==> src/hdl/vapq_pkg.sv <==
package vapq_pkg;

	// Default ring depth and register reset values.
	localparam int QUEUE_DEPTH_DEF = 256;
	localparam logic [19:0] LEAD_RST = 20'd2700;
	localparam logic [23:0] LATE_RST = 24'd45000;
	localparam logic [25:0] DISCONT_RST = 26'd900000;
	localparam logic [5:0] MAX_DEC_RST = 6'd2;
	localparam logic [5:0] MAX_POPS_RST = 6'd32;
	localparam logic [5:0] MAX_RES = 6'd32;

	// Register map, one register per 32-bit word.
	typedef enum logic [2:0] {
		REG_LEAD = 3'd0,
		REG_LATE = 3'd1,
		REG_DISCONT = 3'd2,
		REG_MAX_DEC = 3'd3,
		REG_MAX_POPS = 3'd4,
		REG_PURGE = 3'd5
	} reg_idx_t;

	typedef enum logic [1:0] {
		OP_PUSH = 2'd0,
		OP_SERVICE = 2'd1,
		OP_REPORT = 2'd2
	} op_t;

	typedef enum logic [2:0] {
		ACT_DECODE = 3'd0,
		ACT_LATE = 3'd1,
		ACT_WAITKEY = 3'd2,
		ACT_NOSPS = 3'd3,
		ACT_PURGE = 3'd4,
		ACT_EVICT = 3'd5,
		ACT_NONE = 3'd6
	} action_t;

	typedef enum logic [2:0] {
		ST_IDLE,
		ST_WRITE,
		ST_EVICT,
		ST_SETUP,
		ST_RD,
		ST_EVAL,
		ST_FIN
	} state_t;

	typedef struct packed {
		logic [19:0] lead_ticks;
		logic [23:0] late_ticks;
		logic [25:0] discont_ticks;
		logic [5:0] max_decodes;
		logic [5:0] max_pops;
		logic purge_mode;
	} cfg_t;

	// One descriptor as held in the ring.
	typedef struct packed {
		logic [32:0] pts;
		logic key;
		logic sps;
		logic [15:0] tag;
	} entry_t;

	// Input word data, lowest field in the lowest bits.
	typedef struct packed {
		logic [2:0] pad;
		logic decode_ok;
		logic [15:0] au_tag;
		logic has_sps;
		logic keyframe;
		logic [32:0] clock_req;
		logic [32:0] pts;
	} in_data_t;

	// Output word data, lowest field in the lowest bits.
	typedef struct packed {
		logic [4:0] pad;
		logic [31:0] late_drops;
		logic [31:0] full_drops;
		logic [8:0] queue_count;
		logic entry_key;
		logic [32:0] entry_pts;
		logic [15:0] tag;
	} out_data_t;

	typedef struct packed {
		action_t action;
		logic [15:0] tag;
		logic [32:0] pts;
		logic key;
		logic [8:0] qcount;
		logic [31:0] full_drops;
		logic [31:0] late_drops;
	} res_t;

	// Limits above the per-item maximum are treated as the maximum.
	function automatic logic [5:0] clamp_lim(input logic [5:0] v);
		return (v > MAX_RES) ? MAX_RES : v;
	endfunction

endpackage

==> src/hdl/vapq_cfg.sv <==
module vapq_cfg (
	input logic clk,
	input logic arst_n,
	input logic psel,
	input logic penable,
	input logic pwrite,
	input logic [4:0] paddr,
	input logic [31:0] pwdata,
	output logic [31:0] prdata,
	output logic pready,
	output vapq_pkg::cfg_t cfg
);

	vapq_pkg::cfg_t cfg_q;
	vapq_pkg::reg_idx_t idx;
	logic wr_en;

	assign idx = vapq_pkg::reg_idx_t'(paddr[4:2]);
	assign pready = 1'b1;
	assign wr_en = psel && penable && pwrite;
	assign cfg = cfg_q;

	// Register writes; addresses outside the map are ignored.
	always_ff @(posedge clk or negedge arst_n) begin
		if (!arst_n) begin
			cfg_q.lead_ticks <= vapq_pkg::LEAD_RST;
			cfg_q.late_ticks <= vapq_pkg::LATE_RST;
			cfg_q.discont_ticks <= vapq_pkg::DISCONT_RST;
			cfg_q.max_decodes <= vapq_pkg::MAX_DEC_RST;
			cfg_q.max_pops <= vapq_pkg::MAX_POPS_RST;
			cfg_q.purge_mode <= 1'b0;
		end else if (wr_en) begin
			case (idx)
				vapq_pkg::REG_LEAD: cfg_q.lead_ticks <= pwdata[19:0];
				vapq_pkg::REG_LATE: cfg_q.late_ticks <= pwdata[23:0];
				vapq_pkg::REG_DISCONT: cfg_q.discont_ticks <= pwdata[25:0];
				vapq_pkg::REG_MAX_DEC: cfg_q.max_decodes <= pwdata[5:0];
				vapq_pkg::REG_MAX_POPS: cfg_q.max_pops <= pwdata[5:0];
				vapq_pkg::REG_PURGE: cfg_q.purge_mode <= pwdata[0];
				default: ;
			endcase
		end
	end

	// Read-back multiplexer.
	always_comb begin
		prdata = '0;
		case (idx)
			vapq_pkg::REG_LEAD: prdata = {12'd0, cfg_q.lead_ticks};
			vapq_pkg::REG_LATE: prdata = {8'd0, cfg_q.late_ticks};
			vapq_pkg::REG_DISCONT: prdata = {6'd0, cfg_q.discont_ticks};
			vapq_pkg::REG_MAX_DEC: prdata = {26'd0, cfg_q.max_decodes};
			vapq_pkg::REG_MAX_POPS: prdata = {26'd0, cfg_q.max_pops};
			vapq_pkg::REG_PURGE: prdata = {31'd0, cfg_q.purge_mode};
			default: prdata = '0;
		endcase
	end

endmodule

==> config.mk <==
export PLATFORM = sky130hd
export DESIGN_NAME = vapq_cfg
export DESIGN_NICKNAME = d
export VERILOG_FILES = /design/src/hdl/vapq_pkg.sv /design/src/hdl/vapq_cfg.sv
export SDC_FILE = /design/constraint.sdc
export NUM_CORES = 1
export LEC_CHECK = 0
export BUFFER_PORTS_ARGS = -buffer_cell sky130_fd_sc_hd__buf_4
export CORE_MARGIN = 2
export CORE_UTILIZATION = 53
export CTS_CLUSTER_SIZE = 28
export DETAILED_ROUTE_END_ITERATION = 7
export PLACE_DENSITY_LB_ADDON = 0.25
export SETUP_SLACK_MARGIN = 0.02
export SLEW_MARGIN = 0
export SYNTH_ARGS = -nofsm -noshare
export SYNTH_HDL_FRONTEND = slang
export SYNTH_SLANG_ARGS = --single-unit
==> constraint.sdc <==
create_clock -name clk -period 2.2 [get_ports clk]
set_input_delay 0.11 -clock clk [delete_from_list [all_inputs] [get_ports clk]]
set_output_delay 0.11 -clock clk [all_outputs]
set_load 0.1 [all_outputs]
After elaboration in Yosys (flattened, before gate mapping)
Cells that the tools add are included.
Word-level totals
  output and inout bits: 116
  bits in registers: 83
  input port bits: 42
  word-level logic and storage cells: 21
Cells by class
  equal/unequal tests: 5
  multiplexer cells: 1
  reduce and logical (&&, ||, !) cells: 9
Operators by type and width (count)
  $pmux W26 S6: 1
  $reduce_and A2 Y1: 6
  $eq A3 B2 Y1 const B: 2
  $eq A3 B3 Y1 const B: 2
  $eq A3 B1 Y1 const B: 1
  $logic_not A3 Y1: 1
  $logic_and A1 B1 Y1: 2

Depth between registers and ports, before layout
Gate-level depths: netlist (run 1).
  depth after elaboration: 3
  depth in mapped cells: 6
  mapped depth without buffers: 3

Worst setup path after synthesis (run 1)
OpenSTA, ideal clock, no wires.
  path kind: flip-flop to output port
  from: register cfg_q (netlist bit cfg[3])
  to: output port prdata[2]
  path buffers: 0
  stages on the path, launching flop included: 3
  arrival: 3.354 ns
  data required time: 2.090 ns
  slack: -1.264 ns
  cells stage by stage: dfrtp_1 -> mux2i_1 -> o31ai_1
On the way
  longest elaborated chain between the ends: 1
Ends and longest elaborated chain
  start, declared: line vapq_cfg.sv:14  | vapq_pkg::cfg_t cfg_q;
  $pmux W26 S6: line vapq_cfg.sv:48  | case (idx)
  end, declared: line vapq_cfg.sv:9  | output logic [31:0] prdata,
Every way passes these cells.

Worst setup path after layout (run 1)
  from: register cfg_q (netlist bit cfg[0])
  to: output port prdata[0]
The elaborated chain is that of the path after synthesis.

==> out/metrics.cfg, run 1 <==
[critical_path]
rrSetupSlack_ns=1.39
slowest_stage=mux4_2
worstPathRequired_ns=2.09
crit_chain=mux4_2 > mux2_2 > buf_4
crit_path_start_kind=flop
worst-path-buf-inv=1
critPathMaxStageDelay_ns=0.47
r2r_start=cfg[38]$_DFFE_PN0P_
cp_max_fo=3
critPathLaunch=cfg[0]$_DFFE_PN0P_
crit_family=multiplexers
end_kind=output port
path_class=reg -> out
crit_arrival_ns=1.72

[route]
vias=3064
drc=0
drt-total-wl_um=10500
wl_per_cell_um=18.6
drt_iter0_drc=104
ant_nets=0
drt_pass1_iterations=4
via_per_inst=5.42

[cts]
clock_sinks=83
cts_tree=yes
cts_buffers=9
cts_root_buf=clkbuf_8
cts_resized=0
clock_latency_ns=0.35
h-tree-depth=3
clkSlewWorstSetupHoldPaths_ns=0.09
post_cts_buffers=0
clockBufferDepth=2

[timing]
post-route-min-period_ns=1.83
slew_viol_final=0
clock_skew_ns=0
post-route-period-util_pct=83.2
relSlewSlack_pct=60.5
setup_tns_ns=0
rsz0062_at_grt=false
setup_viol=0
max_freq_mhz=547
hold_viol_final=0
timing.hold.ws_ns=0.00927
worst_slew_pin_slew_ns=0.590

[power_and_ir_drop]
peakVddDrop_mv=0.739
powerDensity_nw_per_um2=1260
totalPowerFinal_uw=7310
power_leakage_uw=0.00273

[yosys]
synth_edf_count=0
syn_area_sq_um=4070
yosysWarningCount=0
synthArstFlopShare_pct=100
ys_top_cells_by_area=dfrtp_1 34%, mux2_2 18%, dfstp_2 17%
yosysSeqAreaShare_pct=51.9
synth_seq_cells=83
synth_cells=307
synthFlopType=dfrtp_1
synth_top_area_share_pct=34.4
synth_cell_types=32
synth_top_area_cell=dfrtp_1
syn-mean-instance-area_sq_um=13.3

[global_routing]
grt-ovfl-total=0
grt_pass1_vias=3147
grt_max_degree=47
grt_use_total_pct=25.9
antenna_found_initial=0
grt_pass1_wl_um=16900

[die]
start_util_pct=55.5
die_w_um=91.6
fp-row-count=31
num_io_pins=158
die_h_um=91.6
dieArea_sq_um=8400
core_area_sq_um=7330

[run]
max_cap_viol_count=0

[layout]
areaGrowthSynthToFinish_pct=42.2
drive_gt1_share_pct=68.7
largest_reg_flops=83
layout.nets=503
nFillCells=463
insertedDiodeCount=0

[place]
dp_hpwl_um=7170
io_buffers=142
gp_congestion=0.776

[outcome]
outcome=finished clean

[worst_hold_path]
min-delay-start=pwdata[17]
hp-class=in -> reg

placed cells by master, fill, tap and decap left out, types with 2 or more instances in the layout:
| cell | n |
|---|---|
| nor2_1 | 3 |
| bufinv_16 | 2 |
| dfstp_2 | 27 |
| clkbuf_1 | 2 |
| clkbuf_8 | 9 |
| dfrtp_1 | 56 |
| clkinv_2 | 2 |
| mux2i_1 | 23 |
| mux2_4 | 20 |
| buf_12 | 2 |
| or2_2 | 14 |
| nand2b_1 | 2 |
| o21ai_0 | 4 |
| buf_4 | 150 |
| nor2_2 | 5 |
| nand3_1 | 2 |
| dlygate4sd3_1 | 13 |
| nand2_1 | 15 |
| a21oi_4 | 14 |
| nor3b_4 | 2 |
| nand3b_1 | 2 |
| mux2_2 | 64 |
| o22ai_4 | 2 |
| a22oi_1 | 6 |
| o21a_1 | 4 |
| nor2b_1 | 4 |
| conb_1 | 7 |
layer usage:
layer | global-route usage (%) | up-vias | share of wire, %
met3 | 5.01 | 18 | 5.2
met4 | 9.85 | 0 | 2.1
li1 | - | 1382 | -
met5 | 0 | - | 0
met2 | 44.4 | 112 | 52
met1 | 32.3 | 1552 | 41
synth_stat cells (5+ instances only):
master / n
or2_2: 14
nor2_1: 7
dfrtp_1: 56
nand2_1: 15
buf_2: 8
mux2_4: 20
dfstp_2: 27
mux2i_1: 23
buf_4: 9
a22oi_1: 6
a21oi_1: 15
mux2_2: 64
clkbuf_1: 5
repair_timing:
action	in CTS	in global routing
endpoints found under the setup margin	0	0
hold endpoints to repair	38	3
hold buffers	10	3
kinds of logic after synthesis:
group | after synthesis | synth area share [%]
multiplexers | 108 | 31.3
flip-flops | 83 | 51.9
AND/OR/NAND/NOR | 54 | 7.65
AO/OA/AOI/OAI | 33 | 4.89
buffers and inverters | 27 | 4.12
other | 2 | 0.185
report_power, final:
group	switching [uW]	total, uW	internal, uW
sequential	257	2150	1900
clock	535	1170	637
combinational	3090	3980	896
per-stage QoR:
step,cells,cell area (sq um),setup WS [ns],utilization [%]
6_report,565,5790,0.370,78.9
5_1_grt,565,5790,0.304,78.9
4_1_cts,562,5760,0.358,78.5
3_5_place_dp,536,5450,0.493,74.3
3_3_place_gp,536,5450,0.498,74.3
2_1_floorplan,312,4320,0.0438,-
cell type report:
type / instances / area, sq um / area share [%]
clock buffers: 11 / 131 / 2.27
clock inverters: 5 / 77.6 / 1.34
multi-input cells: 202 / 2050 / 35.4
flip-flops and latches: 83 / 2110 / 36.5
well taps: 99 / 124 / 2.14
repair buffers: 165 / 1300 / 22.4
final timing paths:
check	endpoint	cells past startpoint
worst min register to register	cfg[81]$_DFFE_PN0P_	1
min in group asynchronous	cfg[69]$_DFFE_PN0P_	2
max in group asynchronous	cfg[8]$_DFFE_PN1P_	3
worst max register to register	cfg[38]$_DFFE_PN0P_	1
worst max-delay path	prdata[0]	3
worst min-delay path	cfg[80]$_DFFE_PN0P_	2
(Power assumes the default switching activity.)
==> run 2: changes to the inputs <==
--- a/config.mk
+++ b/config.mk
@@ -7,7 +7,7 @@
 export LEC_CHECK = 0
 export BUFFER_PORTS_ARGS = -buffer_cell sky130_fd_sc_hd__buf_4
 export CORE_MARGIN = 2
-export CORE_UTILIZATION = 53
+export CORE_UTILIZATION = 44
 export CTS_CLUSTER_SIZE = 28
 export DETAILED_ROUTE_END_ITERATION = 7
 export PLACE_DENSITY_LB_ADDON = 0.25
==> constraint.sdc (replaced) <==
create_clock -name clk -period 1.5 [get_ports clk]
set_input_delay 0.075 -clock clk [delete_from_list [all_inputs] [get_ports clk]]
set_output_delay 0.075 -clock clk [all_outputs]
set_load 0.1 [all_outputs]
==> run 2 against run 1 <==
The run now ends with setup timing left; core utilization shrank 4.0 points; setup slack lost 0.73 ns; flip-flop and latch count is the same; combinational power grew 61%; non-clock buffer count grew 46; worst hold slack is essentially flat; via count grew 6.9%; largest cell class unchanged; highest routed layer unchanged.
==> out/metrics.cfg, run 2 (synthesis gave the netlist of run 1 again) <==
[route]
via_per_inst=5.26
wl_per_cell_um=18.5
drt-total-wl_um=11500
drc=0
vias=3275
drt_pass1_iterations=4
drt_iter0_drc=86
ant_nets=0

[worst_hold_path]
hp-class=in -> reg

[global_routing]
grt_max_degree=39
grt_use_total_pct=24.0
grt-ovfl-total=0
antenna_found_initial=0
grt_pass1_vias=3446
grt_pass1_wl_um=18600

[critical_path]
crit_end=prdata[0]
r2r_start=cfg[80]$_DFFE_PN0P_
crit_path_start_kind=flop
crit_arrival_ns=1.79
r2r_end=cfg[80]$_DFFE_PN0P_
cp_max_fo=2
critPathLaunch=cfg[0]$_DFFE_PN0P_
reg2reg_depth=2
worstPathRequired_ns=1.42
path_class=reg -> out
rrSetupSlack_ns=0.51
end_kind=output port

[layout]
insertedDiodeCount=0
final_cell_mix=156 x buf_4, 63 x mux2_2, 37 x dfrtp_2
final_area_sq_um=6830
layout.nets=549
layout_commonest_cell=buf_4
fin_util_pct=75.0
areaGrowthSynthToFinish_pct=67.8
drive_gt1_share_pct=80.3
largest_reg_flops=83

[timing]
post-route-min-period_ns=1.86
clock_skew_ns=0
timing.hold.ws_ns=0.00924
max_freq_mhz=537
post-route-period-util_pct=124
hold_viol_final=0
rsz0062_at_grt=true
setup_tns_ns=-2.68
setup_viol=16
slew_viol_final=0
layout_setup_ws_ns=-0.362

[place]
place_area_sq_um=5880
dp_hpwl_um=7450
gp_congestion=0.769
io_buffers=142

[cts]
cts_root_buf=clkbuf_8
clock_sinks=83
cts_tree=yes
h-tree-depth=3
clkSlewWorstSetupHoldPaths_ns=0.08
clockBufferDepth=2
clock_latency_ns=0.35
cts_buffers=9

[power_and_ir_drop]
cell_internal_pwr_uw=5810
peakVddDrop_mv=1.05
power_frac_clock_pct=16.8
switching_share_pct=50.1
pwr-share-comb_pct=55.0
totalPowerFinal_uw=11700
seq_power_share_pct=28.2
power_leakage_uw=0.00305
switchingPower_uw=5840
powerDensity_nw_per_um2=1710

[die]
dieArea_sq_um=10000
core_area_sq_um=9110
num_io_pins=158
die_h_um=100
die_w_um=100
fp-row-count=35
start_util_pct=44.7

[outcome]
violations=setup timing
outcome=finished with violations

[run]
max_cap_viol_count=0

## run 2: changes by cell type in the layout (fill, tap and decap cells not counted), moves of 6 or more
cell           change
dfrtp_2           +37
or2_4             +14
dlygate4sd3_1     +13
dfrtp_4           +16
buf_4              +6
dfstp_2           -19
dfrtp_1           -53
dfstp_4           +19
or2_2             -14
buf_12            +26
## run 2: how the worst min path moves through the flow
stage                          end  depth (start not counted)  startpoint  slack, ns
4_1_cts        cfg[63]$_DFFE_PN0P_                          2   pwdata[0]     0.0009
2_1_floorplan  cfg[10]$_DFFE_PN0P_                          0      arst_n      -0.22
3_5_place_dp   cfg[23]$_DFFE_PN0P_                          1      arst_n       0.05
5_1_grt        cfg[63]$_DFFE_PN0P_                          2   pwdata[0]      0.007
3_3_place_gp   cfg[23]$_DFFE_PN0P_                          1      arst_n       0.05
6_report        cfg[1]$_DFFE_PN0P_                          2   pwdata[0]      0.009
## run 2: critical path, cell delays in order, from the launching register on
cell     delay (ns)
dfrtp_4        0.48
mux4_2         0.48
mux2_4         0.31
buf_12         0.17
## run 2: per-layer routing
metal / vias up / part of all wire (%) / global-route usage [%]
met1: 1682 / 42 / 31.3
li1: 1467 / - / -
met3: 12 / 5.2 / 4.81
met5: - / 0 / 0
met2: 114 / 51 / 40.2
met4: 0 / 1.4 / 7.90
## run 2: power groups by stage
stage / Sequential [uW] / Combinational (uW) / Clock (uW)
floorplan: 6570 / 1530 / 0
global placement: 3320 / 5900 / 0
detailed placement: 3340 / 5950 / 0
CTS: 3270 / 6410 / 1980
global route: 3350 / 6590 / 2080
finish: 3290 / 6410 / 1960
## run 2: area by class of cell
class	count	area, sq um
Clock inverter	4	98.8
Tap cell	111	139
Timing Repair Buffer	211	2000
Clock buffer	12	145
Multi-Input combinational cell	202	2150
Fill cell	561	2280
Sequential cell	83	2290
## run 2: what timing repair did
item | 4_1_cts | 5_1_grt
setup buffers | 23 | 0
resized for setup | 64 | 1
hold buffers | 26 | 0
pin swaps | 16 | 1
endpoints found under the hold margin | 106 | 0
endpoints found under the setup margin | 20 | 21
## run 2: through the flow
| stage | std cells | setup WS (ns) |
|---|---|---|
| finish | 623 | -0.362 |
| global route | 623 | -0.395 |
| CTS | 623 | -0.370 |
| detailed placement | 558 | -0.0222 |
| global placement | 558 | -0.00495 |
| floorplan | 312 | -0.392 |
==> run 3: changes to the inputs <==
--- a/config.mk
+++ b/config.mk
@@ -10,9 +10,10 @@
 export CORE_UTILIZATION = 44
 export CTS_CLUSTER_SIZE = 28
 export DETAILED_ROUTE_END_ITERATION = 7
-export PLACE_DENSITY_LB_ADDON = 0.25
+export PLACE_DENSITY = 0.76
 export SETUP_SLACK_MARGIN = 0.02
 export SLEW_MARGIN = 0
 export SYNTH_ARGS = -nofsm -noshare
 export SYNTH_HDL_FRONTEND = slang
 export SYNTH_SLANG_ARGS = --single-unit
+export TNS_END_PERCENT = 1
==> run 3 against run 2 <==
Setup slack better by 0.11 ns; count of clock-buffer cells in the layout up 2; fmax grew 6.5%; register-to-register slack is essentially flat; critical endpoint unchanged; worst hold slack better by 0.27 ns; the flow still finishes with violations (setup timing); global-route usage fell by 0.16 points; largest cell class unchanged.
==> out/metrics.cfg, run 3 (synthesis gave the netlist of run 1 again) <==
[timing]
max_freq_mhz=572
slew_viol_final=0
post-route-period-util_pct=117
layout_setup_ws_ns=-0.248
timing.hold.ws_ns=0.282
hold_viol_final=0
rsz0062_at_grt=true
post-route-min-period_ns=1.75
clock_skew_ns=0
setup_viol=19

[cts]
cts_root_buf=clkbuf_8
h-tree-depth=3
clockBufferDepth=2
clkSlewWorstSetupHoldPaths_ns=0.07
clock_sinks=83
clock_latency_ns=0.34
cts_tree=yes
cts_buffers=9

[global_routing]
grt_pass1_vias=3432
antenna_found_initial=0
grt-ovfl-total=0
grt_pass1_wl_um=18200
grt_max_degree=84
grt_use_total_pct=23.8

[critical_path]
rrSetupSlack_ns=0.50
crit_arrival_ns=1.67
cp_max_fo=2
slowest_stage=mux4_2
crit_path_start_kind=flop
crit_family=multiplexers
crit_chain=mux4_2 > mux2_4 > buf_12
critPathMaxStageDelay_ns=0.47
worstPathRequired_ns=1.42
end_kind=output port
worst-path-buf-inv=1
path_class=reg -> out

[layout]
regArea_sq_um=2190
insertedDiodeCount=0
final_cell_mix=143 x buf_4, 63 x mux2_2, 35 x dfrtp_1
largest_reg_flops=83
layout_commonest_cell=buf_4
areaGrowthSynthToFinish_pct=61.4
drive_gt1_share_pct=72.7
nFillCells=608
multi_input_comb_area_sq_um=2120
layout.nets=536

[route]
vias=3158
drc=0
drt_iter0_drc=92
drt_pass1_iterations=4
via_per_inst=5.18
ant_nets=0
drt-total-wl_um=11300
wl_per_cell_um=18.6

[die]
fp-row-count=35
num_io_pins=158
dieArea_sq_um=10000
die_w_um=100
core_area_sq_um=9110
start_util_pct=44.7
die_h_um=100

[run]
max_cap_viol_count=0

[power_and_ir_drop]
powerDensity_nw_per_um2=1710
peakVddDrop_mv=1.28
power_leakage_uw=0.00298
totalPowerFinal_uw=11200

[place]
pre_cts_slack_ns=-0.00625
io_buffers=142
gp_congestion=0.846
dp_hpwl_um=7560

[outcome]
outcome=finished with violations
violations=setup timing

[worst_hold_path]
hp-class=in -> reg

[run 3: cell types whose count changed in the layout (fill, tap and decap cells not counted), sizes merged]
cell | before | now
bufinv | 3 | 2
dlygate4sd3 | 26 | 27
clkinv | 1 | 0
clkbuf | 12 | 14
buf | 185 | 171
[run 3: cell type report]
cell class / count / share of cell area [%]
clock buffers: 14 / 2.32
clock inverters: 2 / 0.914
multi-input cells: 202 / 32.3
flip-flops and latches: 83 / 33.3
well taps: 111 / 2.11
repair buffers: 198 / 29.0
[run 3: power by group]
group	internal, uW	switching, uW
clock	989	783
combinational	1600	4620
sequential	2850	376
[run 3: worst reg2reg max path, delay by kind of cell, from the launching register on]
kind                   cells  cell delay, ns
buffers and inverters      2            0.25
muxes                      1            0.25
DFF                        1            0.39
[run 3: metrics by stage]
step                      area, sq um  TNS [ns]  cells  util (%)
after floorplan                  4440     -8.43    312         -
after global placement           5750         0    560      63.1
after detailed placement         5750  -0.00625    560      63.1
after CTS                        6540     -2.75    608      71.8
after global routing             6570     -3.64    610      72.1
final                            6570     -2.46    610      72.1
[run 3: layer usage]
layer	wire (um)	vias up	share of wire (%)	GRT usage [%]
li1	-	1446	-	-
met1	4540	1590	40	29.9
met2	5950	102	53	40.3
met5	0	-	0	0
met3	643	20	5.7	5.50
met4	194	0	1.7	8.85
[run 3: path summary, 6_finish.rpt]
path,depth (start not counted),endpoint,from
min reg2reg,1,cfg[38]$_DFFE_PN0P_,cfg[38]$_DFFE_PN0P_
min,4,cfg[0]$_DFFE_PN0P_,pwrite
min in group asynchronous,3,cfg[39]$_DFFE_PN0P_,arst_n
max in group asynchronous,3,cfg[32]$_DFFE_PN1P_,arst_n
max reg2reg,3,cfg[0]$_DFFE_PN0P_,cfg[0]$_DFFE_PN0P_
max,3,prdata[0],cfg[0]$_DFFE_PN0P_
[run 3: timing repair]
item | in CTS | in global routing
pin swaps | 12 | 0
endpoints found under the hold margin | 134 | 0
gates resized for setup | 71 | 3
endpoints found under the setup margin | 20 | 24
setup buffers | 5 | 2
hold buffers | 27 | 0
