--- src/hdl/vapq_pkg.sv ---
package vapq_pkg;

	// Default ring depth and register reset values.
	localparam int QUEUE_DEPTH_DEF = 256;
	localparam logic [19:0] LEAD_RST = 20'd2700;
	localparam logic [23:0] LATE_RST = 24'd45000;
	localparam logic [25:0] DISCONT_RST = 26'd900000;
	localparam logic [5:0] MAX_DEC_RST = 6'd2;
	localparam logic [5:0] MAX_POPS_RST = 6'd32;
	localparam logic [5:0] MAX_RES = 6'd32;

	// Register map, one register per 32-bit word.
	typedef enum logic [2:0] {
		REG_LEAD = 3'd0,
		REG_LATE = 3'd1,
		REG_DISCONT = 3'd2,
		REG_MAX_DEC = 3'd3,
		REG_MAX_POPS = 3'd4,
		REG_PURGE = 3'd5
	} reg_idx_t;

	typedef enum logic [1:0] {
		OP_PUSH = 2'd0,
		OP_SERVICE = 2'd1,
		OP_REPORT = 2'd2
	} op_t;

	typedef enum logic [2:0] {
		ACT_DECODE = 3'd0,
		ACT_LATE = 3'd1,
		ACT_WAITKEY = 3'd2,
		ACT_NOSPS = 3'd3,
		ACT_PURGE = 3'd4,
		ACT_EVICT = 3'd5,
		ACT_NONE = 3'd6
	} action_t;

	typedef enum logic [2:0] {
		ST_IDLE,
		ST_WRITE,
		ST_EVICT,
		ST_SETUP,
		ST_RD,
		ST_EVAL,
		ST_FIN
	} state_t;

	typedef struct packed {
		logic [19:0] lead_ticks;
		logic [23:0] late_ticks;
		logic [25:0] discont_ticks;
		logic [5:0] max_decodes;
		logic [5:0] max_pops;
		logic purge_mode;
	} cfg_t;

	// One descriptor as held in the ring.
	typedef struct packed {
		logic [32:0] pts;
		logic key;
		logic sps;
		logic [15:0] tag;
	} entry_t;

	// Input word data, lowest field in the lowest bits.
	typedef struct packed {
		logic [2:0] pad;
		logic decode_ok;
		logic [15:0] au_tag;
		logic has_sps;
		logic keyframe;
		logic [32:0] clock_req;
		logic [32:0] pts;
	} in_data_t;

	// Output word data, lowest field in the lowest bits.
	typedef struct packed {
		logic [4:0] pad;
		logic [31:0] late_drops;
		logic [31:0] full_drops;
		logic [8:0] queue_count;
		logic entry_key;
		logic [32:0] entry_pts;
		logic [15:0] tag;
	} out_data_t;

	typedef struct packed {
		action_t action;
		logic [15:0] tag;
		logic [32:0] pts;
		logic key;
		logic [8:0] qcount;
		logic [31:0] full_drops;
		logic [31:0] late_drops;
	} res_t;

	// Limits above the per-item maximum are treated as the maximum.
	function automatic logic [5:0] clamp_lim(input logic [5:0] v);
		return (v > MAX_RES) ? MAX_RES : v;
	endfunction

endpackage

--- src/hdl/vapq_ctrl.sv ---
module vapq_ctrl #(
	parameter int DEPTH = vapq_pkg::QUEUE_DEPTH_DEF,
	localparam int AW = $clog2(DEPTH)
) (
	input logic clk,
	input logic arst_n,
	input vapq_pkg::cfg_t cfg,
	input logic in_valid,
	output logic in_ready,
	input logic [1:0] in_op,
	input vapq_pkg::in_data_t in_data,
	output logic out_valid,
	input logic out_ready,
	output vapq_pkg::res_t out_res,
	output logic out_last,
	output logic mem_we,
	output logic [AW-1:0] mem_waddr,
	output vapq_pkg::entry_t mem_wdata,
	output logic [AW-1:0] mem_raddr,
	input vapq_pkg::entry_t mem_rdata
);

	localparam int CW = $clog2(DEPTH + 1);

	// Count masked to the 9-bit result field.
	function automatic logic [8:0] to_q9(input logic [CW-1:0] c);
		logic [CW+8:0] e;
		e = {9'd0, c};
		return e[8:0];
	endfunction

	vapq_pkg::state_t state_q, state_d;

	logic [AW-1:0] head_q;
	logic [CW-1:0] count_q;
	logic wait_key_q;
	logic started_q;
	logic [31:0] full_cnt_q;
	logic [31:0] late_cnt_q;

	vapq_pkg::entry_t ent_q;
	logic [32:0] clk_q;
	logic [33:0] due_lim_q;
	logic [33:0] disc_thr_q;
	logic [33:0] late_thr_q;
	logic [5:0] lim_pop_q;
	logic [5:0] lim_dec_q;
	logic [5:0] pops_q;
	logic [5:0] decs_q;

	logic pend_v_q;
	vapq_pkg::res_t pend_q;
	logic out_valid_q;
	vapq_pkg::res_t out_res_q;
	logic out_last_q;

	logic out_free;
	logic accept;
	logic do_write, do_evict, do_setup, do_pop, do_stop;
	logic out_load, out_last_d;
	vapq_pkg::res_t out_res_d;
	vapq_pkg::res_t none_res, pop_res;

	logic [AW-1:0] head_nxt;
	logic [CW:0] tail_sum;
	logic [AW-1:0] tail_idx;
	logic full;

	logic [33:0] p34;
	logic due, disc, late, go;
	vapq_pkg::action_t pop_act;
	logic pop_drop;

	assign in_ready = (state_q == vapq_pkg::ST_IDLE);
	assign accept = in_valid && in_ready;
	assign out_free = !out_valid_q || out_ready;
	assign out_valid = out_valid_q;
	assign out_res = out_res_q;
	assign out_last = out_last_q;
	assign mem_raddr = head_q;

	// Ring index arithmetic.
	assign head_nxt = (head_q == AW'(DEPTH - 1)) ? '0 : head_q + 1'b1;
	assign tail_sum = (CW+1)'(head_q) + (CW+1)'(count_q);
	assign tail_idx = AW'((tail_sum >= (CW+1)'(DEPTH)) ? tail_sum - (CW+1)'(DEPTH) : tail_sum);
	assign full = (count_q == CW'(DEPTH));

	// Classification of the front entry against the registered thresholds.
	assign p34 = {1'b0, mem_rdata.pts};
	assign due = (p34 <= due_lim_q);
	assign disc = !disc_thr_q[33] && (p34 < disc_thr_q);
	assign late = !disc && !late_thr_q[33] && (p34 < late_thr_q);
	assign go = (decs_q < lim_dec_q) && (pops_q < lim_pop_q) && (count_q != '0) && due;

	always_comb begin
		pop_drop = 1'b0;
		if (cfg.purge_mode) begin
			pop_act = vapq_pkg::ACT_PURGE;
		end else if (wait_key_q && !mem_rdata.key) begin
			pop_act = vapq_pkg::ACT_WAITKEY;
			pop_drop = 1'b1;
		end else if (late && !mem_rdata.key) begin
			pop_act = vapq_pkg::ACT_LATE;
			pop_drop = 1'b1;
		end else if (!started_q && !mem_rdata.sps) begin
			pop_act = vapq_pkg::ACT_NOSPS;
		end else begin
			pop_act = vapq_pkg::ACT_DECODE;
		end
	end

	// Result words for a pop and for an item with no action.
	always_comb begin
		pop_res.action = pop_act;
		pop_res.tag = mem_rdata.tag;
		pop_res.pts = mem_rdata.pts;
		pop_res.key = mem_rdata.key;
		pop_res.qcount = to_q9(count_q - 1'b1);
		pop_res.full_drops = full_cnt_q;
		pop_res.late_drops = late_cnt_q + {31'd0, pop_drop};

		none_res.action = vapq_pkg::ACT_NONE;
		none_res.tag = '0;
		none_res.pts = '0;
		none_res.key = 1'b0;
		none_res.qcount = to_q9(count_q);
		none_res.full_drops = full_cnt_q;
		none_res.late_drops = late_cnt_q;
	end

	// Next state and strobes.
	always_comb begin
		state_d = state_q;
		do_write = 1'b0;
		do_evict = 1'b0;
		do_setup = 1'b0;
		do_pop = 1'b0;
		do_stop = 1'b0;
		out_load = 1'b0;
		out_last_d = 1'b0;
		out_res_d = none_res;
		mem_we = 1'b0;
		mem_waddr = tail_idx;
		mem_wdata = ent_q;
		case (state_q)
			vapq_pkg::ST_IDLE: begin
				if (in_valid) begin
					case (vapq_pkg::op_t'(in_op))
						vapq_pkg::OP_PUSH: begin
							if (cfg.purge_mode) begin
								state_d = vapq_pkg::ST_FIN;
							end else if (full) begin
								state_d = vapq_pkg::ST_EVICT;
							end else begin
								state_d = vapq_pkg::ST_WRITE;
							end
						end
						vapq_pkg::OP_SERVICE: state_d = vapq_pkg::ST_SETUP;
						default: state_d = vapq_pkg::ST_FIN;
					endcase
				end
			end
			vapq_pkg::ST_WRITE: begin
				mem_we = 1'b1;
				do_write = 1'b1;
				state_d = vapq_pkg::ST_FIN;
			end
			vapq_pkg::ST_EVICT: begin
				// The oldest slot is reported, then reused for the new entry.
				if (out_free) begin
					mem_we = 1'b1;
					mem_waddr = head_q;
					do_evict = 1'b1;
					out_load = 1'b1;
					out_last_d = 1'b1;
					out_res_d.action = vapq_pkg::ACT_EVICT;
					out_res_d.tag = mem_rdata.tag;
					out_res_d.pts = mem_rdata.pts;
					out_res_d.key = mem_rdata.key;
					out_res_d.qcount = to_q9(CW'(DEPTH - 1));
					out_res_d.full_drops = full_cnt_q + 32'd1;
					out_res_d.late_drops = late_cnt_q;
					state_d = vapq_pkg::ST_IDLE;
				end
			end
			vapq_pkg::ST_SETUP: begin
				do_setup = 1'b1;
				state_d = vapq_pkg::ST_EVAL;
			end
			vapq_pkg::ST_RD: begin
				state_d = vapq_pkg::ST_EVAL;
			end
			vapq_pkg::ST_EVAL: begin
				// A pop's word is held pending until the next pop or the stop, so that its last flag is known.
				if (go) begin
					if (!pend_v_q || out_free) begin
						do_pop = 1'b1;
						out_load = pend_v_q;
						out_res_d = pend_q;
						state_d = vapq_pkg::ST_RD;
					end
				end else if (out_free) begin
					do_stop = 1'b1;
					out_load = 1'b1;
					out_last_d = 1'b1;
					out_res_d = pend_v_q ? pend_q : none_res;
					state_d = vapq_pkg::ST_IDLE;
				end
			end
			vapq_pkg::ST_FIN: begin
				if (out_free) begin
					out_load = 1'b1;
					out_last_d = 1'b1;
					state_d = vapq_pkg::ST_IDLE;
				end
			end
			default: state_d = vapq_pkg::ST_IDLE;
		endcase
	end

	always_ff @(posedge clk or negedge arst_n) begin
		if (!arst_n) begin
			state_q <= vapq_pkg::ST_IDLE;
		end else begin
			state_q <= state_d;
		end
	end

	// Queue control state and counters.
	always_ff @(posedge clk or negedge arst_n) begin
		if (!arst_n) begin
			head_q <= '0;
			count_q <= '0;
			wait_key_q <= 1'b0;
			started_q <= 1'b0;
			full_cnt_q <= '0;
			late_cnt_q <= '0;
			pops_q <= '0;
			decs_q <= '0;
			pend_v_q <= 1'b0;
			out_valid_q <= 1'b0;
		end else begin
			if (accept && (vapq_pkg::op_t'(in_op) == vapq_pkg::OP_REPORT)
				&& in_data.decode_ok && in_data.keyframe) begin
				wait_key_q <= 1'b0;
			end
			if (do_write) begin
				count_q <= count_q + 1'b1;
			end
			if (do_evict) begin
				head_q <= head_nxt;
				full_cnt_q <= full_cnt_q + 32'd1;
			end
			if (do_setup) begin
				pops_q <= '0;
				decs_q <= '0;
			end
			if (do_pop) begin
				head_q <= head_nxt;
				count_q <= count_q - 1'b1;
				pops_q <= pops_q + 1'b1;
				pend_v_q <= 1'b1;
				if (pop_drop) begin
					late_cnt_q <= late_cnt_q + 32'd1;
				end
				if (pop_act == vapq_pkg::ACT_LATE) begin
					wait_key_q <= 1'b1;
				end
				if (pop_act == vapq_pkg::ACT_DECODE) begin
					decs_q <= decs_q + 1'b1;
					started_q <= 1'b1;
				end
			end
			if (do_stop) begin
				pend_v_q <= 1'b0;
			end
			if (out_load) begin
				out_valid_q <= 1'b1;
			end else if (out_ready) begin
				out_valid_q <= 1'b0;
			end
		end
	end

	// Payload registers.
	always_ff @(posedge clk) begin
		if (accept) begin
			ent_q.pts <= in_data.pts;
			ent_q.key <= in_data.keyframe;
			ent_q.sps <= in_data.has_sps;
			ent_q.tag <= in_data.au_tag;
			clk_q <= in_data.clock_req;
		end
		if (do_setup) begin
			due_lim_q <= {1'b0, clk_q} + 34'(cfg.lead_ticks);
			disc_thr_q <= {1'b0, clk_q} - 34'(cfg.discont_ticks);
			late_thr_q <= {1'b0, clk_q} - 34'(cfg.late_ticks);
			lim_pop_q <= vapq_pkg::clamp_lim(cfg.max_pops);
			lim_dec_q <= vapq_pkg::clamp_lim(cfg.max_decodes);
		end
		if (do_pop) begin
			pend_q <= pop_res;
		end
		if (out_load) begin
			out_res_q <= out_res_d;
			out_last_q <= out_last_d;
		end
	end

endmodule

--- config.mk ---
export PLATFORM = sky130hd
export DESIGN_NAME = vapq_ctrl
export DESIGN_NICKNAME = d
export VERILOG_FILES = /design/src/hdl/vapq_pkg.sv /design/src/hdl/vapq_ctrl.sv
export SDC_FILE = /design/constraint.sdc
export NUM_CORES = 1
export LEC_CHECK = 0
export BUFFER_PORTS_ARGS = -buffer_cell sky130_fd_sc_hd__buf_2
export CORE_UTILIZATION = 40
export CTS_CLUSTER_SIZE = 10
export DETAILED_ROUTE_END_ITERATION = 10
export GPL_TIMING_DRIVEN = 0
export PLACE_DENSITY_LB_ADDON = 0.1
export SKIP_CTS_REPAIR_TIMING = 1
export SLEW_MARGIN = 20
export SYNTH_ARGS = -nofsm -noshare
export SYNTH_HDL_FRONTEND = slang
export SYNTH_SLANG_ARGS = --single-unit
--- constraint.sdc ---
create_clock -name clk -period 10.5 [get_ports clk]
set_clock_uncertainty 0.05 [all_clocks]
set_input_delay 0.525 -clock clk [delete_from_list [all_inputs] [get_ports clk]]
set_output_delay 0.525 -clock clk [all_outputs]
set_load 0.03 [all_outputs]
### Word level (Yosys, flattened, before mapping)

Cells that the tools add are included.

* register bits after elaboration: 551
* bits in latches: 0
* bits in writable memories: 0
* bits in read-only memories: 0
* output and inout port bits: 197
* logic and storage cells: 162
* memories kept: 0

* add/subtract/negate cells: 13
* $mul: 0
* div/mod/pow operators: 0
* magnitude comparators: 8
* equality and inequality tests: 13
* shift operators: 0
* muxes and demuxes: 55
* bitwise logic cells: 0
* reductions and logical operators: 37

Operators by type and width (number)
* 2-to-1 mux 126 bit: 4
* one-hot mux 126 bit (2 select lines): 1
* 2-to-1 mux 125 bit: 1
* < comparator 33 x 34 -> 1 bit: 2
* adder 32 x 1 -> 32 bit (second input constant): 2
* 2-to-1 mux 8 bit: 6
* adder 33 x 20 -> 34 bit: 1
* <= comparator 33 x 34 -> 1 bit: 1
* subtractor 33 x 24 -> 34 bit: 1
* subtractor 33 x 26 -> 34 bit: 1
* adder 32 x 1 -> 32 bit: 1
* 2-to-1 mux 6 bit: 5
* 2-to-1 mux 1 bit: 21
* 2-to-1 mux 3 bit: 6
* 2-to-1 mux 9 bit: 2
* one-hot mux 3 bit (5 select lines): 1
* logical AND 1 bit: 13
* adder 6 x 1 -> 6 bit (second input constant): 2
* greater-than comparator 6 bit (second input constant): 2
* < comparator 6 bit: 2
* adder 8 x 9 -> 10 bit: 1
* greater-or-equal comparator 10 x 9 -> 1 bit (second input constant): 1
* nonzero test 2 bit: 5
* adder 9 x 1 -> 9 bit (second input constant): 1
* 22 further kinds: 43

### Depth between registers and ports, before layout

* word-level depth: 12
* gate-level depth with buffers: 19
* depth with buffers taken out: 17

### Worst setup path after synthesis

Ideal clock, no wire load.

* kind: input port to flip-flop
* start: input mem_rdata[47] (netlist name)
* end: register out_last_q, in the netlist out_last, enable pin
* library setup time: 0.615 ns
* data arrival time: 7.443 ns
* data required time: 9.835 ns
* slack: 2.392 ns
* stages on the path: 10
* cells stage by stage: ha_1 > nand4_1 > nor4_1 > a221o_1 > o31ai_1 > o211a_1 > buf_6 > nand2b_1 > a21boi_0 > nor2_1

* cells in the longest elaborated chain, start to end: 4

RTL lines
* from (decl): RTL line vapq_ctrl.sv:20 `input vapq_pkg::entry_t mem_rdata`
* <= comparator 33 x 34 -> 1 bit: RTL line vapq_ctrl.sv:90 `assign due = (p34 <= due_lim_q);`
* logical AND 1 bit: RTL line vapq_ctrl.sv:93 `assign go = (decs_q < lim_dec_q) && (pops_q < lim_pop_q) && (count_q != '0) && due;`
* 2-to-1 mux 1 bit: RTL line vapq_ctrl.sv:195 `if (go) begin`
* one-hot mux 1 bit (2 select lines): RTL line vapq_ctrl.sv:145 `case (state_q)`
* via out_load: RTL line vapq_ctrl.sv:60 `logic out_load, out_last_d;`
* to (signal assigned): RTL line vapq_ctrl.sv:306 `out_last_q <= out_last_d;`
* to (decl): RTL line vapq_ctrl.sv:55 `logic out_last_q;`

The timed path passes the listed nets, and every way through them passes these cells.
A chain may end at the register's enable or synchronous reset.

==> impl_metrics.csv <==
group,metric,value,unit
floorplanning,io-pin-count,425,
synth,syn_std_cell_area,28600,um^2
timing,setup_total_negative_slack,0,ps
clocking,clk_pin_slew_worst_paths,60,ps
routing,remaining_antenna_violation_count,0,
critical_path,setup.worst_path.class,"reg2reg",
placement,finalWeightedCongestion,0.873,
flow_run,max_cap_viol,0,
global_route,grt_usage,0.213,
timing,hold_violations,0,
synth,postSynthNetCount,2867,
critical_path,crit_fanout,10,
critical_path,rr_startpoint,"disc_thr_q[30]$_DFFE_PP_",
global_route,maximum_number_of_pins_on_one_net_before_global_route_repair,75,
global_route,grt_first_pass_wirelength,120000,um
critical_path,data_required_critical_path,10780,ps
critical_path,startpoint,"disc_thr_q[30]$_DFFE_PP_",
cells_and_area,synthToLayoutAreaGrowth,19.3,%
hold_path,min_from,"in_data[26]",
clocking,cts_sinks,551,
cells_and_area,fill_cells,6505,
placement,port_buffers,421,
power_and_ir_drop,finalPower,8.36,mW
cells_and_area,mostFrequentLayoutCells,"sky130_fd_sc_hd__edfxtp_1 (451), sky130_fd_sc_hd__buf_2 (429), sky130_fd_sc_hd__inv_1 (199)",
timing,setup_repair_after_global_routing_missed_its_margin,"no",
timing,period_needed,5370,ps
clocking,clock-root-buffer,"sky130_fd_sc_hd__clkbuf_16",
clocking,tritoncts.num_buffers,68,
floorplanning,fp.dieArea,72600,um^2
synth,synth_edf_count,451,
clocking,tritoncts,"done",
floorplanning,initial_utilization,0.406,
synth,synth.ff_latch_count,551,
routing,ratio_of_routed_vias_to_standard_cells,5.23,
synth,synthDominantAreaCellType,"sky130_fd_sc_hd__edfxtp_1",
timing,share_of_the_clock_period_used_by_the_worst_path,0.512,
floorplanning,core_area,70400,um^2
synth,post_synth.cell_area_avg,11.7,um^2
run_status,outcome,"finished clean",
power_and_ir_drop,leakagePower,14.4,nW
cells_and_area,finalNetCount,3368,
synth,synth.yosys.warnings,0,
power_and_ir_drop,power_density,245,nW/um^2
placement,dp_hpwl,59100,um
routing,routed_wirelength,78600,um
synth,ys.flop_type,"sky130_fd_sc_hd__edfxtp_1",
cells_and_area,fin_util,0.485,
global_route,overflow,0,
cells_and_area,most_frequent_standard_cell_in_the_layout_excluding_fill_and_tap_cells,"sky130_fd_sc_hd__edfxtp_1",
global_route,number_of_global_route_vias_before_repair,20800,
routing,drtIter0Drc,1313,
cells_and_area,multiInputGateArea,11400,um^2
routing,detailed_route_wire_length_per_cell,20.0,um
timing,worst_pin_slew,965,ps
timing,max_slew_violation_total_from_the_final_report,0,
floorplanning,rows,97,
timing,slew-limit-headroom,0.357,
timing,setup_viol,0,
synth,sequential_element_share_of_the_synthesized_area,0.561,
cells_and_area,regArea,16000,um^2
synth,ys_types,84,
critical_path,timing.critical_path.to_type,"flop",
global_route,grt_antenna_before_repair,14,
critical_path,critPathArrivalTime,5650,ps
synth,synth_top_cell_area_share,0.473,
floorplanning,floorplan.die.width,269,um
floorplanning,die_y,269,um
clocking,clock_path_buffers,3,
power_and_ir_drop,irDropWorstVdd,0.145,mV
critical_path,critical_path_launch_point_type,"flop",
routing,post_route_drc,0,
cells_and_area,layout-drive-gt1-share,0.198,
synth,async_reset_ff_frac,0.181,
synth,netlist_instances,2442,
hold_path,min-delay-path-class,"in2reg",
routing,dr_total_vias,20600,
routing,detail_route.first_pass.iterations,6,
synth,top_area_cells_in_the_synthesized_netlist,"sky130_fd_sc_hd__edfxtp_1 (47%), sky130_fd_sc_hd__dfrtp_1 (8.7%), sky130_fd_sc_hd__ha_1 (8.4%)",
timing,fmaxAchievable,186,MHz
clocking,worstSkewPairLatency,600,ps
clocking,h_tree_level_count,3,
-- layer usage --
metal  GRT usage  share of wire
met5           0         0.0012
met3      0.0503          0.058
met1       0.268           0.43
met4      0.0703          0.029
met2       0.361           0.48
-- cells in the mapped netlist, types with 35 or more instances --
cell type and n:
sky130_fd_sc_hd__ha_1 193, sky130_fd_sc_hd__nor2_1 110, sky130_fd_sc_hd__nand2_1 162, sky130_fd_sc_hd__o21ai_0 132, sky130_fd_sc_hd__inv_1 201, sky130_fd_sc_hd__edfxtp_1 451, sky130_fd_sc_hd__a22o_1 49, sky130_fd_sc_hd__dfrtp_1 100
sky130_fd_sc_hd__xor2_1 89, sky130_fd_sc_hd__nand4_1 39, sky130_fd_sc_hd__a21o_1 48, sky130_fd_sc_hd__a211oi_1 35, sky130_fd_sc_hd__xnor2_1 96, sky130_fd_sc_hd__nor3_1 47, sky130_fd_sc_hd__nand3_1 74, sky130_fd_sc_hd__nand2b_1 51
sky130_fd_sc_hd__a21oi_1 122, sky130_fd_sc_hd__clkbuf_1 71
-- worst paths after layout --
path | end | slack [ps] | depth (start not counted)
setup / recovery | pend_q[31]$_DFFE_PP_ | 5130 | 19
hold reg to reg | pend_q[43]$_DFFE_PP_ | 390 | 0
max in group asynchronous | late_cnt_q[27]$_DFFE_PN0P_ | 9270 | 3
min in group asynchronous | full_cnt_q[9]$_DFFE_PN0P_ | 410 | 2
setup reg to reg | pend_q[31]$_DFFE_PP_ | 5130 | 19
hold / removal | mem_wdata[44]$_DFFE_PP_ | 50 | 1
-- cell type report --
| type | count | area share |
|---|---|---|
| repair buffers | 431 | 0.0684 |
| clock buffers | 95 | 0.0547 |
| plain buffers | 96 | 0.0128 |
| multi-input cells | 1594 | 0.334 |
| flip-flops and latches | 551 | 0.470 |
| well taps | 940 | 0.0345 |
| clock inverters | 18 | 0.00304 |
| inverters | 201 | 0.0224 |
| diodes | 6 | 0.000440 |
-- stage by stage --
| stage | worst slack, ps | hold slack [ps] | instance area [um^2] | instances |
|---|---|---|---|---|
| 2_1_floorplan | 2390 | 179 | 28600 | 2442 |
| 6_report | 5130 | 49.4 | 34100 | 3932 |
| 4_1_cts | 4960 | -175 | 34100 | 3925 |
| 3_3_place_gp | -925 | 373 | 31900 | 3803 |
| 5_1_grt | 4790 | 17.7 | 34100 | 3932 |
| 3_5_place_dp | 4650 | 376 | 32100 | 3812 |
-- power breakdown --
part | total [mW] | internal [mW] | switching (mW)
Combinational | 2.98 | 0.953 | 2.03
Sequential | 3.24 | 3.03 | 0.210
Clock | 2.14 | 1.23 | 0.904
Total | 8.36 | 5.22 | 3.15
-- registers in the layout, summed over array words and instances (netlist names), 6 cells and up --
register and cells:
out_res 126, mem_wdata 51, full_cnt_q 32, clk_q 33, late_cnt_q 32, disc_thr_q 34
due_lim_q 34, lim_dec_q 6, lim_pop_q 6, decs_q 6, mem_raddr 8, pops_q 6
late_thr_q 34, count_q 9, pend_q 126
-- critical path, stage by stage (launching register included) --
cell and delay, ps:
sky130_fd_sc_hd__edfxtp_1 320, sky130_fd_sc_hd__inv_1 60, sky130_fd_sc_hd__ha_1 280, sky130_fd_sc_hd__and3_1 180
sky130_fd_sc_hd__nand3_1 160, sky130_fd_sc_hd__nor3_1 600, sky130_fd_sc_hd__a2111oi_0 320, sky130_fd_sc_hd__o21a_1 190
sky130_fd_sc_hd__a211o_1 360, sky130_fd_sc_hd__buf_2 230, sky130_fd_sc_hd__buf_2 210, sky130_fd_sc_hd__a21oi_1 160
sky130_fd_sc_hd__ha_1 190, sky130_fd_sc_hd__nand3_1 230, sky130_fd_sc_hd__or2_2 410, sky130_fd_sc_hd__nor2_1 200
sky130_fd_sc_hd__nand3_1 280, sky130_fd_sc_hd__or2_2 430, sky130_fd_sc_hd__nor2_1 130, sky130_fd_sc_hd__xor2_1 90
-- logic make-up after synthesis --
logic type | after synthesis | synth area share
buffers and inverters | 297 | 0.0412
muxes | 59 | 0.0221
DFF | 551 | 0.561
xor gates and xnor gates | 185 | 0.0566
adders and majority gates | 197 | 0.0872
and+or+nand+nor | 623 | 0.110
AOI/OAI and AO/OA | 530 | 0.122
No activity file was read; power rests on OpenSTA's default activity.
